--- src/hdl/roa_pkg.sv ---
package roa_pkg;

  typedef enum logic [2:0] {
    MODE_ADD   = 3'd0,
    MODE_SUB   = 3'd1,
    MODE_DIV   = 3'd2,
    MODE_PLUS  = 3'd3,
    MODE_MINUS = 3'd4,
    MODE_SOLVX = 3'd5,
    MODE_SOLVY = 3'd6,
    MODE_NONE  = 3'd7
  } mode_t;

  typedef struct packed {
    logic [2:0]   mode;
    logic [31:0]  a_num;
    logic [31:0]  a_den;
    logic [31:0]  a_off;
    logic [31:0]  b_num;
    logic [31:0]  b_den;
    logic [31:0]  b_off;
    logic [31:0]  operand;
  } in_item_t;

  typedef struct packed {
    logic [31:0]  res_num;
    logic [31:0]  res_den;
    logic [31:0]  res_off;
    logic [31:0]  solved;
    logic         div_zero;
  } out_item_t;

  typedef enum logic [3:0] {
    ST_IDLE,
    ST_MUL1,
    ST_MUL2,
    ST_GCD_CHK,
    ST_GCD_DIV,
    ST_GCD_WAIT,
    ST_RED_NUM,
    ST_RED_NUM_W,
    ST_RED_DEN,
    ST_RED_DEN_W,
    ST_QDIV,
    ST_QDIV_W,
    ST_DONE
  } state_t;

  // Datapath commands
  typedef struct packed {
    logic load;        // capture input item
    logic mul1;        // first product step
    logic mul2;        // second product step
    logic gcd_start;   // start m % n
    logic gcd_step;    // rotate m,n after remainder
    logic rn_start;    // |num| / g
    logic rn_take;
    logic rd_start;    // |den| / g
    logic rd_take;
    logic q_start;     // signed quotient for divide and solve
    logic q_take;
    logic finish;      // emit result
  } dp_cmd_t;

  typedef struct packed {
    logic       two_step;   // add/sub needs gcd
    logic       need_div;   // divide / solve
    logic       zero_div;   // divisor zero
    logic       n_zero;     // gcd loop done
    logic       div_done;
  } dp_sts_t;

endpackage

--- src/hdl/roa_ctrl.sv ---
module roa_ctrl (
  input  logic              clk,
  input  logic              rst_n,
  input  logic              start,
  input  roa_pkg::dp_sts_t  sts,
  output roa_pkg::dp_cmd_t  cmd,
  output logic              busy,
  output logic              out_valid
);

  roa_pkg::state_t st_r, st_nxt;
  logic            ov_r;

  always_comb begin
    st_nxt = st_r;
    unique case (st_r)
      roa_pkg::ST_IDLE:      if (start) st_nxt = roa_pkg::ST_MUL1;
      roa_pkg::ST_MUL1:      st_nxt = roa_pkg::ST_MUL2;
      roa_pkg::ST_MUL2: begin
        if (sts.two_step) st_nxt = roa_pkg::ST_GCD_CHK;
        else if (sts.need_div && !sts.zero_div) st_nxt = roa_pkg::ST_QDIV;
        else st_nxt = roa_pkg::ST_DONE;
      end
      roa_pkg::ST_GCD_CHK:   st_nxt = sts.n_zero ? roa_pkg::ST_RED_NUM : roa_pkg::ST_GCD_DIV;
      roa_pkg::ST_GCD_DIV:   st_nxt = roa_pkg::ST_GCD_WAIT;
      roa_pkg::ST_GCD_WAIT:  if (sts.div_done) st_nxt = roa_pkg::ST_GCD_CHK;
      roa_pkg::ST_RED_NUM:   st_nxt = roa_pkg::ST_RED_NUM_W;
      roa_pkg::ST_RED_NUM_W: if (sts.div_done) st_nxt = roa_pkg::ST_RED_DEN;
      roa_pkg::ST_RED_DEN:   st_nxt = roa_pkg::ST_RED_DEN_W;
      roa_pkg::ST_RED_DEN_W: if (sts.div_done) st_nxt = roa_pkg::ST_DONE;
      roa_pkg::ST_QDIV:      st_nxt = roa_pkg::ST_QDIV_W;
      roa_pkg::ST_QDIV_W:    if (sts.div_done) st_nxt = roa_pkg::ST_DONE;
      roa_pkg::ST_DONE:      st_nxt = roa_pkg::ST_IDLE;
      default:               st_nxt = roa_pkg::ST_IDLE;
    endcase
  end

  always_comb begin
    cmd = '0;
    unique case (st_r)
      roa_pkg::ST_IDLE:      cmd.load = start;
      roa_pkg::ST_MUL1:      cmd.mul1 = 1'b1;
      roa_pkg::ST_MUL2:      cmd.mul2 = 1'b1;
      roa_pkg::ST_GCD_DIV:   cmd.gcd_start = 1'b1;
      roa_pkg::ST_GCD_WAIT:  cmd.gcd_step = sts.div_done;
      roa_pkg::ST_RED_NUM:   cmd.rn_start = 1'b1;
      roa_pkg::ST_RED_NUM_W: cmd.rn_take = sts.div_done;
      roa_pkg::ST_RED_DEN:   cmd.rd_start = 1'b1;
      roa_pkg::ST_RED_DEN_W: cmd.rd_take = sts.div_done;
      roa_pkg::ST_QDIV:      cmd.q_start = 1'b1;
      roa_pkg::ST_QDIV_W:    cmd.q_take = sts.div_done;
      roa_pkg::ST_DONE:      cmd.finish = 1'b1;
      default:               cmd = '0;
    endcase
  end

  always_ff @(posedge clk) begin
    if (!rst_n) begin
      st_r <= roa_pkg::ST_IDLE;
      ov_r <= 1'b0;
    end else begin
      st_r <= st_nxt;
      ov_r <= (st_r == roa_pkg::ST_DONE);
    end
  end

  assign busy = (st_r != roa_pkg::ST_IDLE);
  assign out_valid = ov_r;

endmodule

--- config.mk ---
export PLATFORM = sky130hd
export DESIGN_NAME = roa_ctrl
export DESIGN_NICKNAME = d
export VERILOG_FILES = /design/src/hdl/roa_pkg.sv /design/src/hdl/roa_ctrl.sv
export SDC_FILE = /design/constraint.sdc
export NUM_CORES = 1
export LEC_CHECK = 0
export ABC_AREA = 1
export BUFFER_PORTS_ARGS = -buffer_cell sky130_fd_sc_hd__buf_4
export CORE_MARGIN = 8
export CORE_UTILIZATION = 25
export DETAILED_ROUTE_END_ITERATION = 8
export GPL_ROUTABILITY_DRIVEN = 0
export PLACE_DENSITY_LB_ADDON = 0.2
export SETUP_SLACK_MARGIN = 0.02
export SLEW_MARGIN = 30
export SYNTH_ARGS = -nofsm -noshare
export SYNTH_HDL_FRONTEND = slang
export SYNTH_SLANG_ARGS = --single-unit
--- constraint.sdc ---
create_clock -name clk -period 2.9 [get_ports clk]
set_input_delay 0.58 -clock clk [delete_from_list [all_inputs] [get_ports clk]]
set_output_delay 0.58 -clock clk [all_outputs]
set_load 0.02 [all_outputs]
==> results.md <==
- Sw Share: 50.7%
- Dpl cell area: 651 um2
- Layout Skew: 0.00153 ns
- Final Util: 39.2%
- Final Hold Fails: 0
- Root Buffer: clkbuf_4
- Worst path arrival time: 1.38 ns
- Non-filler instance count after layout: 133
- Area Growth Syn to Fin: 46.6%
- CP max-delay cell: dfxtp_1
- Worst vdd ir: 0.358 mV
- Via count: 574
- Final setup margin: 0.938 ns
- Placed cells: 129
- #FFs+latches synth: 5
- DIE AREA: 0.00348 mm2
- P_int: 0.000256 W
- GR Overflow Total: 0
- Post-place setup slack: 1.08 ns
- I/O pins: 22
- Final setup vio count: 0
- P_leak: 0.374 nW
- Number of global-route vias before repair: 533
- DRT antenna net count: 0
- First-pass GRT wire length: 2340 um
- Crit path required time: 2.32 ns
- CTS tree: built
- RSZ-0062 raised after global routing: no
- Warnings from Yosys: 0
- Buffers on Ports: 21
- Most common cell after layout, fill and taps aside: nand2_1
- Fin. max-slew vios: 0
- Pwr per Cell Area: 766 mW/mm2
- Fmax: 510 MHz
- Drt initial violations: 12
- WL final: 1330 um
- Post-route design area: 677 um2
- Fin crit period: 1.96 ns
- Type of origin of the critical path: register
- Clock share of power: 15.6%
- Starting Density: 26.7%
- Register clock-pin slew on the reported worst setup and hold paths: 0.04 ns
- Drt drc: 0
- Crit path largest cell delay: 0.43 ns
- Inserted Clock Buffers: 3
- Die Ht: 59.0 um
- Hold Crit Class: reg2reg
- Core area: 0.00173 mm2
- DP HPWL: 1140 um
- Total GRT Usage: 8.46%
- Synthesized Nets: 91
- Die X: 59.0 um
- Largest net degree at the start of global routing: 8
- Initial antenna violation count: 0
- Via-per-instance ratio: 4.32
- Share of post-route cells with drive strength above 1: 34.3%
- Max_slew headroom: 79.8%
- Row cnt: 15
- Post-route setup TNS: 0 ns
- Tcrit/Tclk final: 67.7%
- Logic pwr share: 61.9%
- Count of cell types in the netlist: 16
- CTS Buffer Depth: 2
- # resized after CTS: 0
- Max H-tree Level: 1
- Syn Inst Count: 83
- CTS Sinks: 5
- Crit-path cells: inv_2, nor2_4, inv_1, nor4_1, buf_4
- Worst Max-Slew Pin Slew: 0.302 ns
- Hold Buf Count CTS: 0
- Syn_area_per_cell: 5.56 um2
- Final Net Count: 117
- Clk_lat worst skew: 0.24 ns
- Ant diodes: 0
- CP Capture Type: primary output
- First-pass detailed-route iteration total: 4
- MaxCap Viol Count: 0
- Psw: 0.000263 W
- Setup Fix Bufs, Post-CTS: 0
- Sequential power share: 22.5%
- Cell area after synthesis: 462 um2
- Worst-path fanout max: 6
- Outcome: finished clean
- Avg WL per Cell: 9.98 um
- WS Path Type: reg2out
- Post-synthesis sequential area ratio: 21.7%
- Commonest non-fill, non-tap cells in the layout: nand2_1, buf_4, inv_1
[worst max-delay path: cells and delay by family (launching register included)]
kind,cells,cell delay (ns)
flops,1,0.43
buf+inv,3,0.38
simple gates,2,0.33
[state kept, by name, indices dropped and copies added, names as in the netlist]
signal and count:
out_valid 1, st_r 4
[logic make-up (layout without fill, tap and decap cells)]
kind of cell    after synthesis  in the layout  synth area share (%)
flops                         5              5                  21.7
buf+inv                      18             43                  14.6
compound gates               12             12                  15.7
simple gates                 48             48                  48.0
[Yosys cell counts, drive strengths merged]
cell | instances | share of area [%]
nand2 | 25 | 22
inv | 18 | 15
nor2 | 14 | 16
a21oi | 7 | 8.4
dfxtp | 5 | 22
nand3 | 4 | 4.3
nor3 | 3 | 3.3
o21ai | 3 | 3.3
nor4 | 2 | 2.7
a21boi | 1 | 2.4
o211ai | 1 | 1.6
[metal layers]
metal	wire, um	track usage, %	share of wire [%]	up-vias
met5	0	0	0	-
met4	17	3.07	1.3	0
met3	91	3.25	6.9	2
met2	594	12.9	45	19
met1	625	10.4	47	245
li1	-	-	-	308
[per-stage QoR]
| step | total power, W | hold WS, ns |
|---|---|---|
| floorplan | 0.000333 | 0.506 |
| global route | 0.000571 | 0.583 |
| global placement | 0.000441 | 0.566 |
| detailed placement | 0.000442 | 0.555 |
| CTS | 0.000528 | 0.563 |
| finish | 0.000519 | 0.562 |
[power by group through the flow]
stage                     combinational [W]  sequential [W]   clock, W
after CTS                          0.000325        0.000117  0.0000865
after global routing               0.000358        0.000120  0.0000929
after global placement             0.000322        0.000119          0
after detailed placement           0.000324        0.000118          0
final                              0.000321        0.000117  0.0000810
after floorplan                    0.000223        0.000111          0
[layout make-up]
cell class,count,area (um2)
fillers,209,1050
well taps,25,31.3
inverters,18,67.6
flip-flops and latches,5,100
repair buffers,21,158
clock buffers,4,26.3
multi-input cells,60,294
[final timing paths]
check | start | end | cells after the start | slack [ns]
worst max-delay path | st_r[3] | cmd[3] | 5 | 0.94
worst min register to register | st_r[1] | st_r[1] | 2 | 0.56
worst min-delay path | st_r[1] | st_r[1] | 2 | 0.56
worst max register to register | st_r[1] | st_r[1] | 8 | 1.60
(Power assumes the default switching activity.)
